[config.mk]
export PLATFORM = sky130hd
export DESIGN_NAME = biphase_symbol_differential_decoder
export DESIGN_NICKNAME = d
export VERILOG_FILES = /design/src/rtl/core/bsdd_pkg.sv /design/src/rtl/core/biphase_symbol_differential_decoder.sv
export SDC_FILE = /design/constraint.sdc
export NUM_CORES = 1
export LEC_CHECK = 0
export BUFFER_PORTS_ARGS = -buffer_cell sky130_fd_sc_hd__buf_2
export CORE_MARGIN = 4
export CORE_UTILIZATION = 37
export CTS_BUF_LIST = sky130_fd_sc_hd__clkbuf_4 sky130_fd_sc_hd__clkbuf_8
export CTS_CLUSTER_SIZE = 14
export DETAILED_ROUTE_END_ITERATION = 12
export SYNTH_ARGS = -nofsm -noshare
export SYNTH_HDL_FRONTEND = slang
export SYNTH_SLANG_ARGS = --single-unit
[constraint.sdc]
create_clock -name clk -period 8 [get_ports clk]
set_clock_uncertainty 0.15 [all_clocks]
set_input_delay 0 -clock clk [delete_from_list [all_inputs] [get_ports clk]]
set_output_delay 0 -clock clk [all_outputs]
set_load 0.03 [all_outputs]
[src/rtl/core/bsdd_pkg.sv]
// Package with the default sizes shared by the biphase symbol decoder.
package bsdd_pkg;

  // Symbols counted in one polarity decision window.
  localparam int unsigned DEFAULT_WINDOW_LENGTH = 128;

  // Width of one signed fixed-point symbol word.
  localparam int unsigned DEFAULT_SAMPLE_WIDTH = 16;

endpackage

[src/rtl/core/biphase_symbol_differential_decoder.sv]
// Biphase symbol differential decoder: half difference, polarity tracking, data bit out.
//
// The symbol channel (symbol_valid, symbol_stall, symbol_real) takes one word per cycle
// while symbol_stall is low. Each word is the real part of a demodulated PSK symbol in
// signed fixed point. The bit channel (bit_valid, bit_stall, biphase_level, decoded_bit,
// polarity_in_use) carries at most one word per symbol. A word is sent only for symbols
// whose phase parity matches the current clock polarity.
// An accepted symbol's bit word appears in the next cycle. The block accepts one symbol
// every cycle while symbol_stall is low. All per-symbol work is one subtract, one absolute
// value, one accumulate and one compare, sitting between the state and output registers.
// When the receiver stalls, the output register holds its word. symbol_stall is raised only
// while a held word is waiting, so a symbol still enters in the same cycle that the pending
// word is taken.
// A synchronous reset clears the previous symbol, the phase counter, the polarity, both
// magnitude sums, the last sign and the output valid flag. There is no clearing pass, and
// the block is ready in the first cycle after reset.
module biphase_symbol_differential_decoder
  import bsdd_pkg::*;
#(
  parameter int unsigned WINDOW_LENGTH = DEFAULT_WINDOW_LENGTH,
  parameter int unsigned SAMPLE_WIDTH  = DEFAULT_SAMPLE_WIDTH
) (
  input  logic                           clk,
  input  logic                           rst,
  input  logic                           symbol_valid,
  output logic                           symbol_stall,
  input  logic signed [SAMPLE_WIDTH-1:0] symbol_real,
  output logic                           bit_valid,
  input  logic                           bit_stall,
  output logic signed [SAMPLE_WIDTH-1:0] biphase_level,
  output logic                           decoded_bit,
  output logic                           polarity_in_use
);

  // The phase counter runs 0 .. WINDOW_LENGTH-1.
  localparam int unsigned PHASE_W = (WINDOW_LENGTH > 1) ? $clog2(WINDOW_LENGTH) : 1;
  // Each parity sees at most ceil(WINDOW_LENGTH/2) magnitudes of up to 2^(SAMPLE_WIDTH-1).
  // So this width never wraps.
  localparam int unsigned SUM_W = SAMPLE_WIDTH - 1 + PHASE_W;
  localparam logic [PHASE_W-1:0] PHASE_LAST = PHASE_W'(WINDOW_LENGTH - 1);

  // State registers.
  logic signed [SAMPLE_WIDTH-1:0] previous_symbol;
  logic [PHASE_W-1:0]             phase_counter;
  logic                           clock_polarity;
  logic [SUM_W-1:0]               even_magnitude_sum;
  logic [SUM_W-1:0]               odd_magnitude_sum;
  logic                           previous_sign_bit;

  // Combinational datapath.
  logic                           accept;
  logic signed [SAMPLE_WIDTH:0]   difference;
  logic signed [SAMPLE_WIDTH-1:0] level;
  logic [SAMPLE_WIDTH-1:0]        magnitude;
  logic                           parity;
  logic                           emit;
  logic                           sign_bit;
  logic                           window_end;
  logic [SUM_W-1:0]               even_magnitude_sum_next;
  logic [SUM_W-1:0]               odd_magnitude_sum_next;
  logic                           clock_polarity_next;

  // The output register is held only while its word waits on a stalled receiver.
  assign symbol_stall = bit_valid && bit_stall;
  assign accept       = symbol_valid && !symbol_stall;

  // The difference is formed one bit wider. Dropping its lowest bit is the floor of half
  // the difference, and that result always fits back into SAMPLE_WIDTH bits.
  assign difference = {symbol_real[SAMPLE_WIDTH-1], symbol_real}
                    - {previous_symbol[SAMPLE_WIDTH-1], previous_symbol};
  assign level      = difference[SAMPLE_WIDTH:1];

  // The most negative level has magnitude 2^(SAMPLE_WIDTH-1), which still fits unsigned.
  assign magnitude  = level[SAMPLE_WIDTH-1] ? (~level + 1'b1) : level;

  assign parity     = phase_counter[0];
  assign emit       = (parity == clock_polarity);
  assign sign_bit   = ~level[SAMPLE_WIDTH-1];
  assign window_end = (phase_counter == PHASE_LAST);

  // The magnitude of this symbol counts toward the decision taken at the end of this window.
  always_comb begin
    even_magnitude_sum_next = even_magnitude_sum;
    odd_magnitude_sum_next  = odd_magnitude_sum;
    if (parity) begin
      odd_magnitude_sum_next = odd_magnitude_sum + SUM_W'(magnitude);
    end else begin
      even_magnitude_sum_next = even_magnitude_sum + SUM_W'(magnitude);
    end
    // The larger sum picks the polarity. A tie keeps the current polarity.
    clock_polarity_next = clock_polarity;
    if (even_magnitude_sum_next > odd_magnitude_sum_next) begin
      clock_polarity_next = 1'b0;
    end else if (odd_magnitude_sum_next > even_magnitude_sum_next) begin
      clock_polarity_next = 1'b1;
    end
  end

  // State update. Non-emitting symbols still advance the history, the sums and the counter.
  always_ff @(posedge clk) begin
    if (rst) begin
      previous_symbol    <= '0;
      phase_counter      <= '0;
      clock_polarity     <= 1'b0;
      even_magnitude_sum <= '0;
      odd_magnitude_sum  <= '0;
      previous_sign_bit  <= 1'b0;
    end else if (accept) begin
      previous_symbol <= symbol_real;
      if (emit) begin
        previous_sign_bit <= sign_bit;
      end
      if (window_end) begin
        phase_counter      <= '0;
        clock_polarity     <= clock_polarity_next;
        even_magnitude_sum <= '0;
        odd_magnitude_sum  <= '0;
      end else begin
        phase_counter      <= phase_counter + 1'b1;
        even_magnitude_sum <= even_magnitude_sum_next;
        odd_magnitude_sum  <= odd_magnitude_sum_next;
      end
    end
  end

  // Output register control. An accepted symbol either fills the register or leaves it
  // empty. Acceptance implies that any previous word is being taken in this cycle.
  always_ff @(posedge clk) begin
    if (rst) begin
      bit_valid <= 1'b0;
    end else if (accept) begin
      bit_valid <= emit;
    end else if (!bit_stall) begin
      bit_valid <= 1'b0;
    end
  end

  // Output payload. The polarity reported is the one in force before any window update.
  always_ff @(posedge clk) begin
    if (accept && emit) begin
      biphase_level   <= level;
      decoded_bit     <= sign_bit ^ previous_sign_bit;
      polarity_in_use <= clock_polarity;
    end
  end

  // An emitted word carries the polarity that selected it.
  assert property (@(posedge clk) disable iff (rst)
    (accept && emit) |=> (bit_valid && polarity_in_use == $past(clock_polarity)))
    else $error("emitted word lost or carries the wrong polarity");

  // A symbol that emits nothing leaves the output register empty.
  assert property (@(posedge clk) disable iff (rst)
    (accept && !emit) |=> !bit_valid)
    else $error("output valid after a non-emitting symbol");

  // The polarity changes only when a window closes.
  assert property (@(posedge clk) disable iff (rst)
    !(accept && window_end) |=> $stable(clock_polarity))
    else $error("polarity changed inside a window");

  // Both sums and the phase counter start the new window cleared.
  assert property (@(posedge clk) disable iff (rst)
    (accept && window_end) |=> (even_magnitude_sum == '0 && odd_magnitude_sum == '0
                                && phase_counter == '0))
    else $error("window state not cleared at window end");

endmodule

-- Word-level counts from Yosys, hierarchy flattened
Index checks and enable logic that the tools add are counted.
- $add $sub $neg: 5
- $lt $le $gt $ge: 2
- eq/ne operators: 3
- muxes and demuxes: 10
- bitwise logic cells: 3
- reductions and logical operators: 7
- operators with widths (operator ; count):
    2-to-1 mux 22 bit ; 4
    adder 22 x 16 -> 22 bit ; 2
    > comparator 22 bit ; 2
    subtractor 16 x 16 -> 17 bit ; 1
    adder 16 x 1 -> 16 bit, second input constant ; 1
    2-to-1 mux 16 bit ; 1
    inverter 16 bit ; 1
    adder 7 x 1 -> 7 bit, second input constant ; 1
    == test 7 bit, second input constant ; 1
    2-to-1 mux 7 bit ; 1
    2-to-1 mux 1 bit ; 4
    logical AND 1 bit ; 3
    AND reduction 3 bit ; 1
    inequality test 2 x 1 -> 1 bit, second input constant ; 1
    AND reduction 2 bit ; 1
    nonzero test 2 bit ; 1
    == test 1 bit ; 1
    zero test 1 bit ; 1
    inverter 1 bit ; 1
    XOR 1 bit ; 1
- register bits: 88
- input port bits: 20
- word-level logic and storage cells: 40

-- Depth between registers and ports, before layout
- word-level depth: 9
- gate-level depth with buffers: 33

-- Worst setup path before layout
OpenSTA, ideal clock, no wires.
- kind: register -> register
- start point: register previous_symbol[0]
- end point: register clock_polarity
- setup time: 130 ps
- data arrival time: 5623 ps
- data required time: 7720 ps
- setup slack: 2098 ps
- cell stages (with the launch flop): 32
- buffers on the path: 1
- cells stage by stage: dfxtp_1 nor2b_2 fa_1 nor2b_1 o31ai_2 a21bo_1 a21boi_1 o21ai_2 a21oi_1 o31a_1 buf_6 mux2_2 ha_1 a21o_1 a21oi_1 nand2b_1 a21boi_0 o21ai_0 nand2_1 a21oi_1 xnor2_1 mux2i_1 ha_1 a21o_1 a21o_1 a21o_1 a21o_1 a21o_1 a21o_1 a221o_1 a21oi_1 nor3_1
- cells in the longest elaborated chain, start to end: 9
- elaborated cells between the ends (all ways): 13
- classes of those cells: add/sub: 4; order compare: 2; mux: 4; bitwise: 1; reduce/logical: 2
- ends and longest elaborated chain (what ; line ; text):
    start: declaration ; biphase_symbol_differential_decoder.sv:43 ; logic signed [SAMPLE_WIDTH-1:0] previous_symbol;
    start signal: assignment ; biphase_symbol_differential_decoder.sv:109 ; previous_symbol <= symbol_real;
    subtractor 16 x 16 -> 17 bit * ; biphase_symbol_differential_decoder.sv:70 ; - {previous_symbol[SAMPLE_WIDTH-1], previous_symbol};
    inverter 16 bit ; biphase_symbol_differential_decoder.sv:74 ; assign magnitude = level[SAMPLE_WIDTH-1] ? (~level + 1'b1) : level;
    adder 16 x 1 -> 16 bit ; biphase_symbol_differential_decoder.sv:74 ;
    2-to-1 mux 16 bit * ; biphase_symbol_differential_decoder.sv:74 ;
    adder 22 x 16 -> 22 bit, on equally long branches ; biphase_symbol_differential_decoder.sv:88, biphase_symbol_differential_decoder.sv:86 ;
    2-to-1 mux 22 bit ; biphase_symbol_differential_decoder.sv:85 ; if (parity) begin
    > comparator 22 bit, on equally long branches ; biphase_symbol_differential_decoder.sv:92, biphase_symbol_differential_decoder.sv:94 ;
    nonzero test 2 bit (no line) ; - ;
    AND reduction 3 bit (no line) ; - ;
    end signal: assignment ; biphase_symbol_differential_decoder.sv:115 ; clock_polarity <= clock_polarity_next;
    end: declaration ; biphase_symbol_differential_decoder.sv:45 ; logic clock_polarity;
Every way passes the cells marked *; elsewhere a longest branch is shown, timed or not.
A chain may end at the register's enable or synchronous reset.

-- Worst setup path in the final report
Same ends and word-level chain as after synthesis.

==> results <==
- The core region is 0.0180 mm2.
- The detail route stage leaves a number of antenna-violating nets equal to 0.
- The initial antenna violation count is 0.
- The worst endpoint data arrival time is 6.65 ns.
- The number of endpoints with negative hold slack in the final report came to 0.
- The I/O pin total is 40.
- The net count reported at finish is 958.
- Measured against its own limit, the worst slew margin works out to 40.8%.
- The number of global-route vias before repair came to 5404.
- The post-synthesis average cell area is 8.31 um2.
- The nature of the critical path endpoint is a flip-flop.
- The total nets after synthesis is 913.
- The congestion estimate from routability-driven global placement came to 0.853.
- The aggregate global routing overflow is 0.
- The largest fanout on the critical path is 17.
- The floorplan step set the die height to 143 um.
- The CTS tree is yes.
- The effective utilization at floorplan is 37.6%.
- The final clock period utilization by the worst path is 81.8%.
- Setup repair after global routing left no endpoint under its margin.
- The reg-to-reg startpoint is previous_symbol[0].
- The register bit count reported by yosys is 88.
- The floorplan has 49 rows.
- The CTS clock-pin slew for the worst setup and hold paths is 0.09 ns.
- The clock passes through at most 2 buffers.
- The count of buffers from port buffering is 39.
- The classification of the worst-slack hold path is in -> reg.
- The post-route DRC violation count is 0.
- The endpoint required time on the critical path is 8.11 ns.
- The flow ran to the end, and the final reports show no timing, DRC or antenna violations.
- Detailed routing inserted a total of 5741 vias.
- Using the TritonRoute via totals, the vias-per-cell ratio works out to 5.25.
- After detailed routing, the total wire length is 16.7 mm.
- In this run the number of H-tree levels came out at 3.
- The startpoint type of the worst setup path is a flip-flop.
- The critical path in this run is classified as reg -> reg.
- The library cells used most frequently in the layout, excluding fill and tap cells, are 85 x sky130_fd_sc_hd__nand2_1, 85 x sky130_fd_sc_hd__a21oi_1, 78 x sky130_fd_sc_hd__nor2_1, 76 x sky130_fd_sc_hd__ha_1, 69 x sky130_fd_sc_hd__dfxtp_1.
- The buffers inserted during post-CTS setup optimization is 0.
- The critical path starts at previous_symbol[0].
- The number of synthesis warnings is 0.
- The total power per unit cell area is 240 mW/mm2.
- The average routed wire per standard cell is 15.3 um.
- The cell count after synthesis is 814.
- The number of unique standard cell types used by synthesis is 69.
- The count of flip-flops with a built-in enable after synthesis is 18.
- The count of maximum capacitance violations is 0.
- The critical path ends at clock_polarity.
- Among the stages of the critical path, the cell type that occurs most often is sky130_fd_sc_hd__a21o_1.
- The overall routing resource usage is 16.9%.
- The peak ir drop on the vdd network is 93.2 uV.
- The total of endpoints with negative setup slack in the final report is 0.
- The area growth from synthesis to layout is 11.7%.
- The worst-skew pair later-pin latency is 0.39 ns.
- The worst reg-to-reg path cell count is 31.
- Entering global routing, the biggest net connects 55 pins.
- The beginning of the worst hold path is rst.
- The cell at the root of the clock tree is sky130_fd_sc_hd__clkbuf_8.
- For this design, the slowest cell found on the critical path is sky130_fd_sc_hd__fa_1.
- The final number of max-transition violations is 0.
- The worst register-to-register path ends at clock_polarity.
- The cell area that synthesis handed to floorplanning was 0.00676 mm2.
- The async set or reset register ratio after synthesis is 0%.
- The first-pass iteration count of the detailed router is 5.
- Of the cells placed in the final design, the portion with a size suffix greater than 1 is 11.2%.
- The sum of negative setup slack is 0 ns.
- The total power after layout is 1.81 mW.
- The die area is 0.0205 mm2.
- The wire length of the first global-routing pass is 27.6 mm.
- The analysis attributes to cell leakage a power of 3.30 nW.
- Of the synthesized area, sequential elements account for 28.7%.
- The worst setup slack for register-to-register paths is 1.46 ns.
- The total CTS buffers is 9.
- For the pin with the worst max-slew slack, the measured transition is 0.884 ns.
- The delay of the slowest cell on the worst path is 0.40 ns.
- The detailed placer's ending HPWL is 12.3 mm.
- The chip width is 143 um.
- Timing would allow up to 153 MHz.
- The tree built by TritonCTS fans out to 88 sinks.
- For this block, the initial DRC count from the detailed router was 364.
- Among all flip-flop cells after synthesis, the most frequent one is sky130_fd_sc_hd__dfxtp_1.
- The clock period could shrink to 6.54 ns.
- The number of antenna diodes in the final layout is 0.
-- power breakdown --
part           total, mW  internal (mW)  switching, mW
combinational      0.919          0.392          0.528
clock              0.362          0.191          0.171
sequential         0.534          0.503         0.0305
-- metrics by stage --
stage	setup WS, ns	hold slack (ns)	utilization (%)	cells	cell area, um2
2_1_floorplan	2.10	-0.0140	-	814	6760
3_3_place_gp	1.62	0.111	39.9	1060	7160
3_5_place_dp	1.55	0.117	39.9	1060	7160
4_1_cts	1.49	0.0593	42.1	1093	7560
5_1_grt	0.971	0.0910	42.1	1093	7560
6_report	1.46	0.0771	42.1	1093	7560
-- worst max-delay path, delay by kind of cell, from the launching register on --
family | cells | cell delay, ns
multiplexers | 2 | 0.51
adder cells (fa/ha/maj) | 3 | 1.02
buffers and inverters | 1 | 0.21
AND/OR/NAND/NOR | 5 | 0.63
AO/OA/AOI/OAI | 19 | 3.37
XOR/XNOR | 1 | 0.16
flip-flops | 1 | 0.32
-- flip-flops by register name, indices dropped and copies added, names as in the netlist --
signal / cells
phase_counter: 7
bit_valid: 1
odd_magnitude_sum: 22
previous_symbol: 16
biphase_level: 16
even_magnitude_sum: 22
previous_sign_bit: 1
polarity_in_use: 1
decoded_bit: 1
clock_polarity: 1
-- layout make-up --
cell class / instances / area (um2)
Clock buffer: 12 / 153
Tap cell: 229 / 287
Timing Repair Buffer: 61 / 403
Multi-Input combinational cell: 656 / 4540
Inverter: 43 / 161
Clock inverter: 4 / 70.1
Fill cell: 1778 / 10400
Sequential cell: 88 / 1940
-- metal layers --
layer,routed length [um],part of all wire [%],global-route usage (%),vias up
met5,0,0,0,-
met4,334,2.0,5.90,0
met3,719,4.3,2.88,21
met2,7340,44,26.0,102
met1,8350,50,23.8,2622
li1,-,-,-,2996
-- synth_stat cells (3+ instances only) --
library cell               number  area, um2
sky130_fd_sc_hd__nand2b_1       7       43.8
sky130_fd_sc_hd__or2_2          4       25.0
sky130_fd_sc_hd__a31oi_1        8       50.1
sky130_fd_sc_hd__inv_1         43        161
sky130_fd_sc_hd__a32oi_1        3       26.3
sky130_fd_sc_hd__nand3_1       12       60.1
sky130_fd_sc_hd__edfxtp_1      18        541
sky130_fd_sc_hd__clkbuf_1      18       67.6
sky130_fd_sc_hd__and2_1         6       37.5
sky130_fd_sc_hd__fa_1           3       60.1
sky130_fd_sc_hd__o21a_1         8       60.1
sky130_fd_sc_hd__mux2i_1       10        100
sky130_fd_sc_hd__a21boi_0       3       22.5
sky130_fd_sc_hd__o21ai_2        4       35.0
sky130_fd_sc_hd__and3_1         7       43.8
sky130_fd_sc_hd__mux2_2        16        180
sky130_fd_sc_hd__nand2_1       85        319
sky130_fd_sc_hd__o21ai_0       29        145
sky130_fd_sc_hd__ha_1          76        951
sky130_fd_sc_hd__a22o_1        12        105
sky130_fd_sc_hd__xor2_1        25        219
sky130_fd_sc_hd__dfxtp_1       70       1400
sky130_fd_sc_hd__o31ai_1        3       22.5
sky130_fd_sc_hd__nor3_1        12       60.1
sky130_fd_sc_hd__nor2b_1       15       93.8
sky130_fd_sc_hd__or3_1          7       43.8
sky130_fd_sc_hd__nor2_1        78        293
sky130_fd_sc_hd__a21o_1        27        203
sky130_fd_sc_hd__nand4_1       15       93.8
sky130_fd_sc_hd__xnor2_1       38        333
sky130_fd_sc_hd__o21ai_1        5       25.0
sky130_fd_sc_hd__a22oi_1        8       60.1
sky130_fd_sc_hd__buf_1          5       18.8
sky130_fd_sc_hd__a21oi_1       85        425
sky130_fd_sc_hd__o211ai_1       3       22.5
-- how the worst min path moves through the flow --
stage	to	slack, ns	cells after the start
after floorplan	previous_symbol[0]	-0.01	2
after global placement	previous_symbol[9]	0.11	3
after detailed placement	previous_symbol[10]	0.12	3
after CTS	phase_counter[0]	0.06	3
after global routing	phase_counter[0]	0.09	3
final	phase_counter[0]	0.08	3
-- kinds of logic after synthesis --
| kind of cell | Yosys count | synth area share, % |
|---|---|---|
| adder cells (fa/ha/maj) | 79 | 14.9 |
| flip-flops | 88 | 28.7 |
| buffers and inverters | 70 | 4.14 |
| AND/OR/NAND/NOR | 260 | 17.9 |
| multiplexers | 26 | 4.14 |
| AO/OA/AOI/OAI | 226 | 21.5 |
| XOR/XNOR | 65 | 8.64 |
-- what timing repair did --
item	4_1_cts	5_1_grt
hold buffers	17	0
endpoints found under the setup margin	0	0
gates resized for setup	0	0
hold endpoints to repair	17	0
No activity file was read; power rests on OpenSTA's default activity.
